<file path="config.mk">
export PLATFORM = sky130hd
export DESIGN_NAME = compressed_phase_pattern_writer
export DESIGN_NICKNAME = d
export VERILOG_FILES = /design/src/hdl/cppw_pkg.sv /design/src/hdl/compressed_phase_pattern_writer.sv /design/src/hdl/cppw_front.sv /design/src/hdl/cppw_queue.sv /design/src/hdl/cppw_back.sv
export SDC_FILE = /design/constraint.sdc
export NUM_CORES = 1
export LEC_CHECK = 0
export BUFFER_PORTS_ARGS = -buffer_cell sky130_fd_sc_hd__clkbuf_2
export CORE_MARGIN = 3
export CORE_UTILIZATION = 50
export CTS_BUF_LIST = sky130_fd_sc_hd__clkbuf_4
export CTS_CLUSTER_DIAMETER = 50
export DETAILED_ROUTE_END_ITERATION = 10
export PLACE_DENSITY = 0.7
export SYNTH_ARGS = -nofsm -noshare
export SYNTH_HDL_FRONTEND = slang
export SYNTH_SLANG_ARGS = --single-unit
</file>
<file path="constraint.sdc">
create_clock -name clock -period 14.2 [get_ports clock]
set_input_delay 1.42 -clock clock [delete_from_list [all_inputs] [get_ports clock]]
set_output_delay 1.42 -clock clock [all_outputs]
set_load 0.01 [all_outputs]
</file>
<file path="src/hdl/cppw_pkg.sv">
// Package for the compressed phase pattern writer.
// Holds the request, response and job types and the fixed codes.
// No dependencies.
package cppw_pkg;

   // Action codes of a request.
   localparam logic ACTION_HEADER = 1'b0;
   localparam logic ACTION_DATA   = 1'b1;

   // Kind codes of a response.
   localparam logic KIND_STATUS = 1'b0;
   localparam logic KIND_WRITE  = 1'b1;

   // Status codes of a header response.
   localparam logic STATUS_OK  = 1'b0;
   localparam logic STATUS_BAD = 1'b1;

   // Phase formats.
   localparam logic [1:0] FORMAT_FULL = 2'd0;
   localparam logic [1:0] FORMAT_HALF = 2'd1;

   // Group limits per format.
   localparam logic [7:0] MAX_GROUPS_FULL = 8'd2;
   localparam logic [7:0] MAX_GROUPS_HALF = 8'd4;

   // Intensity byte placed above every phase.
   localparam logic [7:0] FULL_INTENSITY = 8'hFF;

   // Depth of the job queue between front and back.
   localparam int QUEUE_DEPTH = 2;

   typedef struct packed {
      logic        action;
      logic [7:0]  bank;
      logic [1:0]  format;
      logic [7:0]  group_count;
      logic [15:0] start_offset;
      logic [15:0] packed_word;
   } req_type;

   typedef struct packed {
      logic        kind;
      logic        status;
      logic [7:0]  write_bank;
      logic [15:0] write_address;
      logic [15:0] write_data;
      logic        last;
   } rsp_type;

   // One classified transaction handed from the front to the back.
   typedef struct packed {
      logic        is_write;
      logic        status;
      logic        half;
      logic [2:0]  groups;
      logic [7:0]  bank;
      logic [15:0] base;
      logic [15:0] word;
   } job_type;

endpackage

</file>
<file path="src/hdl/compressed_phase_pattern_writer.sv">
// A header transaction is checked and answered with one status response; each
// later data word after a good header, up to TRANSDUCERS words, fans out into
// group_count pattern memory writes (one to four), ordered by transducer and then
// by ascending group. The front end takes one transaction per cycle while its
// two-entry job queue has room; the back end issues one response per cycle,
// while the output is empty or popped, from a single output register, which a
// header fills once and a data word group_count times; this sets the sustained rate.
// Depends on cppw_pkg, cppw_front, cppw_queue and cppw_back.
module compressed_phase_pattern_writer #(
   parameter int TRANSDUCERS = 256,
   parameter int BANKS       = 2,
   parameter int RAM_WORDS   = 65536,
   parameter int SLOT_WORDS  = 256
) (
   input  logic              clock,
   input  logic              reset,
   input  logic              push,
   output logic              full,
   input  cppw_pkg::req_type req_data,
   output logic              empty,
   input  logic              pop,
   output cppw_pkg::rsp_type rsp_data
);
   import cppw_pkg::*;

   logic    job_push, job_full, job_pop, job_valid;
   job_type job_in_data, job_out_data;

   cppw_front #(
      .TRANSDUCERS (TRANSDUCERS),
      .BANKS       (BANKS),
      .RAM_WORDS   (RAM_WORDS),
      .SLOT_WORDS  (SLOT_WORDS)
   ) u_front (
      .clock    (clock),
      .reset    (reset),
      .push     (push),
      .full     (full),
      .req_data (req_data),
      .job_push (job_push),
      .job_data (job_in_data),
      .job_full (job_full)
   );

   cppw_queue u_queue (
      .clock     (clock),
      .reset     (reset),
      .push      (job_push),
      .push_data (job_in_data),
      .full      (job_full),
      .pop       (job_pop),
      .pop_data  (job_out_data),
      .valid     (job_valid)
   );

   cppw_back #(
      .SLOT_WORDS (SLOT_WORDS)
   ) u_back (
      .clock     (clock),
      .reset     (reset),
      .job_valid (job_valid),
      .job_data  (job_out_data),
      .job_pop   (job_pop),
      .empty     (empty),
      .pop       (pop),
      .rsp_data  (rsp_data)
   );

endmodule

</file>
<file path="src/hdl/cppw_front.sv">
// Front end: accepts requests, validates headers, holds the header state.
// Emits one job per header and per data word after a good header, up to TRANSDUCERS. Uses cppw_pkg.
module cppw_front #(
   parameter int TRANSDUCERS = 256,
   parameter int BANKS       = 2,
   parameter int RAM_WORDS   = 65536,
   parameter int SLOT_WORDS  = 256
) (
   input  logic              clock,
   input  logic              reset,
   input  logic              push,
   output logic              full,
   input  cppw_pkg::req_type req_data,
   output logic              job_push,
   output cppw_pkg::job_type job_data,
   input  logic              job_full
);
   import cppw_pkg::*;

   localparam int IDX_W = $clog2(TRANSDUCERS + 1);
   localparam logic [31:0] BANKS_W = 32'(BANKS);
   localparam logic [31:0] RAM_W   = 32'(RAM_WORDS);
   localparam logic [31:0] SLOT_W  = 32'(SLOT_WORDS);
   localparam logic [31:0] XDCR_W  = 32'(TRANSDUCERS);
   localparam logic [IDX_W-1:0] IDX_END = IDX_W'(TRANSDUCERS);

   logic             valid_ff, valid_in;
   logic [7:0]       bank_ff, bank_in;
   logic             half_ff, half_in;
   logic [2:0]       groups_ff, groups_in;
   logic [15:0]      offset_ff, offset_in;
   logic [IDX_W-1:0] idx_ff, idx_in;

   logic        accept;
   logic        bad;
   logic [7:0]  count_cap;
   logic [1:0]  count_m1;
   logic [31:0] span;
   logic [31:0] room;

   assign full   = job_full;
   assign accept = push && !job_full;

   always_comb begin
      count_cap = (req_data.format == FORMAT_FULL) ? MAX_GROUPS_FULL : MAX_GROUPS_HALF;
      count_m1  = 2'(req_data.group_count - 8'd1);
      span      = 32'(count_m1) * SLOT_W + XDCR_W;
      room      = RAM_W - 32'(req_data.start_offset);
      bad = 1'b0;
      if (32'(req_data.bank) >= BANKS_W) bad = 1'b1;
      if (req_data.format != FORMAT_FULL && req_data.format != FORMAT_HALF) bad = 1'b1;
      if (req_data.group_count == 8'd0 || req_data.group_count > count_cap) bad = 1'b1;
      if (32'(req_data.start_offset) > RAM_W) bad = 1'b1;
      // The span check only counts once the count is known to be in range.
      if (!bad && span > room) bad = 1'b1;
   end

   always_comb begin
      valid_in  = valid_ff;
      bank_in   = bank_ff;
      half_in   = half_ff;
      groups_in = groups_ff;
      offset_in = offset_ff;
      idx_in    = idx_ff;
      job_push  = 1'b0;

      job_data          = '0;
      job_data.bank     = bank_ff;
      job_data.half     = half_ff;
      job_data.groups   = groups_ff;
      job_data.base     = offset_ff + 16'(idx_ff);
      job_data.word     = req_data.packed_word;
      job_data.is_write = KIND_WRITE;

      if (accept) begin
         if (req_data.action == ACTION_HEADER) begin
            job_push          = 1'b1;
            job_data          = '0;
            job_data.is_write = KIND_STATUS;
            job_data.groups   = 3'd1;
            if (bad) begin
               job_data.status = STATUS_BAD;
               valid_in        = 1'b0;
            end else begin
               job_data.status = STATUS_OK;
               valid_in        = 1'b1;
               bank_in         = req_data.bank;
               half_in         = (req_data.format == FORMAT_HALF);
               groups_in       = req_data.group_count[2:0];
               offset_in       = req_data.start_offset;
               idx_in          = '0;
            end
         end else if (valid_ff && idx_ff < IDX_END) begin
            job_push = 1'b1;
            idx_in   = idx_ff + IDX_W'(1);
         end
      end
   end

   always_ff @(posedge clock) begin
      if (reset) begin
         valid_ff  <= 1'b0;
         bank_ff   <= '0;
         half_ff   <= 1'b0;
         groups_ff <= '0;
         offset_ff <= '0;
         idx_ff    <= '0;
      end else begin
         valid_ff  <= valid_in;
         bank_ff   <= bank_in;
         half_ff   <= half_in;
         groups_ff <= groups_in;
         offset_ff <= offset_in;
         idx_ff    <= idx_in;
      end
   end

endmodule

</file>
<file path="src/hdl/cppw_queue.sv">
// Short job queue between the front and the back end.
// Depth comes from cppw_pkg::QUEUE_DEPTH. Uses cppw_pkg.
module cppw_queue (
   input  logic              clock,
   input  logic              reset,
   input  logic              push,
   input  cppw_pkg::job_type push_data,
   output logic              full,
   input  logic              pop,
   output cppw_pkg::job_type pop_data,
   output logic              valid
);
   import cppw_pkg::*;

   localparam int PTR_W = (QUEUE_DEPTH > 1) ? $clog2(QUEUE_DEPTH) : 1;
   localparam int CNT_W = $clog2(QUEUE_DEPTH + 1);
   localparam logic [PTR_W-1:0] LAST_PTR = PTR_W'(QUEUE_DEPTH - 1);
   localparam logic [CNT_W-1:0] DEPTH_C  = CNT_W'(QUEUE_DEPTH);

   job_type          slot_ff [QUEUE_DEPTH];
   logic [PTR_W-1:0] wr_ff, wr_in;
   logic [PTR_W-1:0] rd_ff, rd_in;
   logic [CNT_W-1:0] cnt_ff, cnt_in;
   logic             do_push, do_pop;

   assign full     = (cnt_ff == DEPTH_C);
   assign valid    = (cnt_ff != '0);
   assign pop_data = slot_ff[rd_ff];
   assign do_push  = push && !full;
   assign do_pop   = pop && valid;

   always_comb begin
      wr_in  = wr_ff;
      rd_in  = rd_ff;
      cnt_in = cnt_ff;
      if (do_push) wr_in = (wr_ff == LAST_PTR) ? '0 : wr_ff + PTR_W'(1);
      if (do_pop)  rd_in = (rd_ff == LAST_PTR) ? '0 : rd_ff + PTR_W'(1);
      if (do_push && !do_pop)      cnt_in = cnt_ff + CNT_W'(1);
      else if (do_pop && !do_push) cnt_in = cnt_ff - CNT_W'(1);
   end

   always_ff @(posedge clock) begin
      if (do_push) slot_ff[wr_ff] <= push_data;
   end

   always_ff @(posedge clock) begin
      if (reset) begin
         wr_ff  <= '0;
         rd_ff  <= '0;
         cnt_ff <= '0;
      end else begin
         wr_ff  <= wr_in;
         rd_ff  <= rd_in;
         cnt_ff <= cnt_in;
      end
   end

endmodule

</file>
<file path="src/hdl/cppw_back.sv">
// Back end: expands each job into its responses, one per cycle unless the output stalls.
// Drives the response register seen on the output ports. Uses cppw_pkg.
module cppw_back #(
   parameter int SLOT_WORDS = 256
) (
   input  logic              clock,
   input  logic              reset,
   input  logic              job_valid,
   input  cppw_pkg::job_type job_data,
   output logic              job_pop,
   output logic              empty,
   input  logic              pop,
   output cppw_pkg::rsp_type rsp_data
);
   import cppw_pkg::*;

   localparam logic [31:0] SLOT_W = 32'(SLOT_WORDS);

   logic    busy_ff, busy_in;
   job_type job_ff, job_in;
   logic [1:0] grp_ff, grp_in;
   logic    out_valid_ff, out_valid_in;
   rsp_type out_ff, out_in;

   rsp_type    cur;
   logic [2:0] cur_count;
   logic       cur_last;
   logic       advance;
   logic [7:0] phase;
   logic [3:0] nibble;

   assign empty    = !out_valid_ff;
   assign rsp_data = out_ff;
   assign advance  = !out_valid_ff || pop;

   always_comb begin
      unique case (grp_ff)
         2'd0:    nibble = job_ff.word[3:0];
         2'd1:    nibble = job_ff.word[7:4];
         2'd2:    nibble = job_ff.word[11:8];
         default: nibble = job_ff.word[15:12];
      endcase
      if (job_ff.half) phase = {nibble, nibble};
      else             phase = grp_ff[0] ? job_ff.word[15:8] : job_ff.word[7:0];

      cur_count = (job_ff.is_write == KIND_WRITE) ? job_ff.groups : 3'd1;
      cur_last  = (3'(grp_ff) + 3'd1 == cur_count);

      cur      = '0;
      cur.kind = job_ff.is_write;
      cur.last = cur_last;
      if (job_ff.is_write == KIND_WRITE) begin
         cur.status        = STATUS_OK;
         cur.write_bank    = job_ff.bank;
         cur.write_address = job_ff.base + 16'(32'(grp_ff) * SLOT_W);
         cur.write_data    = {FULL_INTENSITY, phase};
      end else begin
         cur.status = job_ff.status;
      end
   end

   // A new job is taken when idle or as the current one issues its last response.
   assign job_pop = job_valid && (!busy_ff || (advance && cur_last));

   always_comb begin
      busy_in      = busy_ff;
      job_in       = job_ff;
      grp_in       = grp_ff;
      out_valid_in = out_valid_ff;
      out_in       = out_ff;
      if (busy_ff && advance) begin
         out_in       = cur;
         out_valid_in = 1'b1;
         grp_in       = grp_ff + 2'd1;
         if (cur_last) busy_in = 1'b0;
      end else if (pop) begin
         out_valid_in = 1'b0;
      end
      if (job_pop) begin
         job_in  = job_data;
         busy_in = 1'b1;
         grp_in  = '0;
      end
   end

   always_ff @(posedge clock) begin
      job_ff <= job_in;
      out_ff <= out_in;
   end

   always_ff @(posedge clock) begin
      if (reset) begin
         busy_ff      <= 1'b0;
         grp_ff       <= '0;
         out_valid_ff <= 1'b0;
      end else begin
         busy_ff      <= busy_in;
         grp_ff       <= grp_in;
         out_valid_ff <= out_valid_in;
      end
   end

endmodule

</file>
==> flow_metrics.env <==
export IMPL_ff2ff_setup_slack_ns=10.81
export IMPL_worstPathRequired_ns=14.74
export IMPL_root_buffer="clkbuf_4"
export IMPL_reg2reg_to="u_queue.cnt_ff[1]"
export IMPL_cp_slowest_cell="nand2_1"
export IMPL_drive_above_1_share=0.291
export IMPL_grt_pass1_vias=5947
export IMPL_slew_headroom=0.230
export IMPL_timing_rr_start="u_back.grp_ff[0]"
export IMPL_viasPerCell=5.32
export IMPL_routedWlPerCell_um=15.8
export IMPL_ant_nets=0
export IMPL_finalNonFillerCells=1098
export IMPL_finalClockSkew_ns=0.0351
export IMPL_clk_path_buf_depth=3
export IMPL_postSynthCellCount=698
export IMPL_crit_cells=12
export IMPL_status="finished, final reports clean"
export IMPL_fin_crit_sh=0.323
export IMPL_port_buffers=99
export IMPL_ioPinCount=100
export IMPL_cts_htree_levels=2
export IMPL_clock_sinks=219
export IMPL_start_util=0.515
export IMPL_drv_cap=0
export IMPL_fmax_mhz=218
export IMPL_power_density_nw_per_um2=174
export IMPL_synthDistinctLibCells=55
export IMPL_cp_cell_sequence="clkbuf_2 -> nor4_1 -> nand2_1 -> nor3_1 -> xor2_1 -> ha_1 -> and3_1 -> o211ai_1 -> nand4_2 -> nand2_1 -> nand2b_1 -> o41ai_1"
export IMPL_crit_family="simple AND/OR/NAND/NOR gates"
export IMPL_tns_ns=0
export IMPL_r2r_cells=9
export IMPL_core_area_um2=18100
export IMPL_dr_pass1_iters=5
export IMPL_routabilityCongestion=0.840
export IMPL_cp_start_kind="primary input"
export IMPL_period_needed_ns=4.58
export IMPL_grt_pass1_wl_um=28800
export IMPL_dieWidth_um=143
export IMPL_crit_buf_inv=1
export IMPL_cts_made_buffers=54
export IMPL_synth_flop_cell="edfxtp_1"
export IMPL_overflow=0
export IMPL_num_fill_cells=1466
export IMPL_post_synth_top_count_cell="edfxtp_1"
export IMPL_postSynth_asyncResetShare=0
export IMPL_area_delta_synth_final_pct=14.9
export IMPL_finalNetCount=904
export IMPL_cp_arrival_ns=5.13
export IMPL_regArea_um2=6120
export IMPL_hp_class="flip-flop to flip-flop"
export IMPL_yosysTopAreaCellShare=0.556
export IMPL_post_dp_hpwl_um=11500
export IMPL_hp_start="u_front.bank_ff[3]"
export IMPL_synth_area_leaders="edfxtp_1 56%, dfxtp_1 9.9%, mux2_2 5.5%"
export IMPL_end_kind="flip-flop"
export IMPL_dp_cells=996
export IMPL_cts_resized=0
export IMPL_dieHeight_um=143
export IMPL_rsz0062_at_grt="false"
export IMPL_p_leak_nw=4.12
export IMPL_max_vdd_ir_drop_v=0.0000803
export IMPL_fin_area_um2=10700
export IMPL_synth_commonest_cells="173 x edfxtp_1, 63 x and2_1, 48 x nand2_1"
export IMPL_drc_errors=0
export IMPL_via_count=5845
export IMPL_worst_path_largest_cell_delay_ns=0.80
export IMPL_worst_pin_slew_ns=1.15
export IMPL_min_delay_path_depth=1
export IMPL_antenna_found_initial=1
export IMPL_synth_edf_count=173
export IMPL_syn_nets=779
export IMPL_total_power_mw=1.86
export IMPL_cts_tree="done"
export IMPL_multiInputGateArea_um2=3000
export IMPL_rows=49
export IMPL_synth_area_um2=9340
export IMPL_grt_total_usage=0.177
export IMPL_setup_viol=0
export IMPL_path_clk_slew_ns=0.07
export IMPL_grt_max_degree=50
export IMPL_yosysWarnings=0
export IMPL_drv_slew=0
export IMPL_yosysSeqAreaShare=0.655
export IMPL_clock_latency_ns=0.66
export IMPL_synth_top_area_cell="edfxtp_1"
export IMPL_dieArea_um2=20400
export IMPL_worstHoldEndpoint="u_front.bank_ff[3]"
export IMPL_avgSynthCellArea_um2=13.4
export IMPL_hold_violations=0
export IMPL_crit_top_cell="nand2_1"
export IMPL_drtIter0Drc=383
export IMPL_cp_max_fo=23
export IMPL_worstSetupPathType="primary input to flip-flop"
export IMPL_ys_ff_latch=219
export IMPL_placed_cell_area_um2=10000
export IMPL_wirelength_um=17400
export IMPL_cts_setup_buffers=0
export IMPL_ctsHoldBuffers=0
-- through the flow --
stage | hold WS, ns | utilization | setup slack (ns)
global placement | 0.434 | 0.551 | 9.30
global route | 0.457 | 0.591 | 9.32
CTS | 0.453 | 0.591 | 9.73
finish | 0.449 | 0.591 | 9.62
detailed placement | 0.440 | 0.551 | 9.03
floorplan | 0.421 | - | 7.51
-- worst register-to-register path, stage by stage, from the launching register on --
cell and delay, ns:
dfxtp_1 0.67, clkinv_1 0.40, ha_1 0.45, nor3_1 0.20, o21ai_0 0.22, a311oi_4 0.42, inv_1 0.10, ha_1 0.34
or3_1 0.37, a21oi_1 0.14
-- placed cells by master (no fill, tap or decap), drive strengths merged, types with 4 or more instances in the layout --
| cell | instances |
|---|---|
| nand3 | 26 |
| nand2b | 6 |
| edfxtp | 173 |
| clkbuf | 184 |
| nor2 | 37 |
| a222oi | 4 |
| nand4 | 6 |
| inv | 17 |
| ha | 24 |
| o211ai | 4 |
| xor2 | 14 |
| a21o | 4 |
| xnor2 | 11 |
| mux2 | 46 |
| or3 | 7 |
| and2 | 64 |
| nor4 | 4 |
| nor3 | 9 |
| o21ai | 18 |
| nor2b | 13 |
| a211oi | 13 |
| buf | 5 |
| dfxtp | 46 |
| clkinv | 14 |
| a21oi | 34 |
| nand2 | 48 |
-- final cells by class --
| cell class | instances | share of cell area |
|---|---|---|
| repair buffers | 104 | 0.0497 |
| multi-input cells | 428 | 0.280 |
| inverters | 16 | 0.00560 |
| well taps | 229 | 0.0267 |
| clock inverters | 16 | 0.00839 |
| diodes | 1 | 0.000233 |
| flip-flops and latches | 219 | 0.570 |
| clock buffers | 85 | 0.0595 |
-- registers in the layout (all words and copies together) (netlist names), 3 cells and up --
signal             count
u_front.groups_ff      3
u_front.idx_ff         9
u_front.offset_ff     16
u_back.rsp_data       35
u_queue.slot_ff       92
u_back.job_ff         45
u_front.bank_ff        8
-- how the worst max path moves through the flow --
| stage | endpoint | from | slack [ns] |
|---|---|---|---|
| CTS | u_front.idx_ff[8] | req_data[20] | 9.73 |
| global placement | u_front.idx_ff[8] | req_data[20] | 9.30 |
| global route | u_front.idx_ff[8] | req_data[20] | 9.32 |
| finish | u_front.idx_ff[8] | req_data[20] | 9.62 |
| floorplan | u_queue.cnt_ff[1] | pop | 7.51 |
| detailed placement | u_front.idx_ff[8] | req_data[20] | 9.03 |
-- layer usage --
| metal | vias to the layer above | global-route usage | routed length [um] |
|---|---|---|---|
| li1 | 2851 | - | - |
| met1 | 2767 | 0.231 | 7630 |
| met2 | 196 | 0.287 | 8310 |
| met3 | 31 | 0.0452 | 1110 |
| met4 | 0 | 0.0670 | 325 |
| met5 | - | 0 | 0 |
-- where the power goes --
group	internal, mW	leakage (nW)	switching [mW]
clock	0.291	0.441	0.239
combinational	0.158	1.67	0.208
sequential	0.881	2.01	0.0888
-- kinds of logic after synthesis --
kind of cell             after synthesis  share of synthesized area
multiplexers                          49                     0.0587
flip-flops                           219                      0.655
AND/OR/NAND/NOR                      232                      0.131
XOR/XNOR                              25                     0.0234
buffers and inverters                 51                     0.0261
AO/OA/AOI/OAI                         96                     0.0693
adder cells (fa/ha/maj)               26                     0.0364
(Power assumes the default switching activity.)
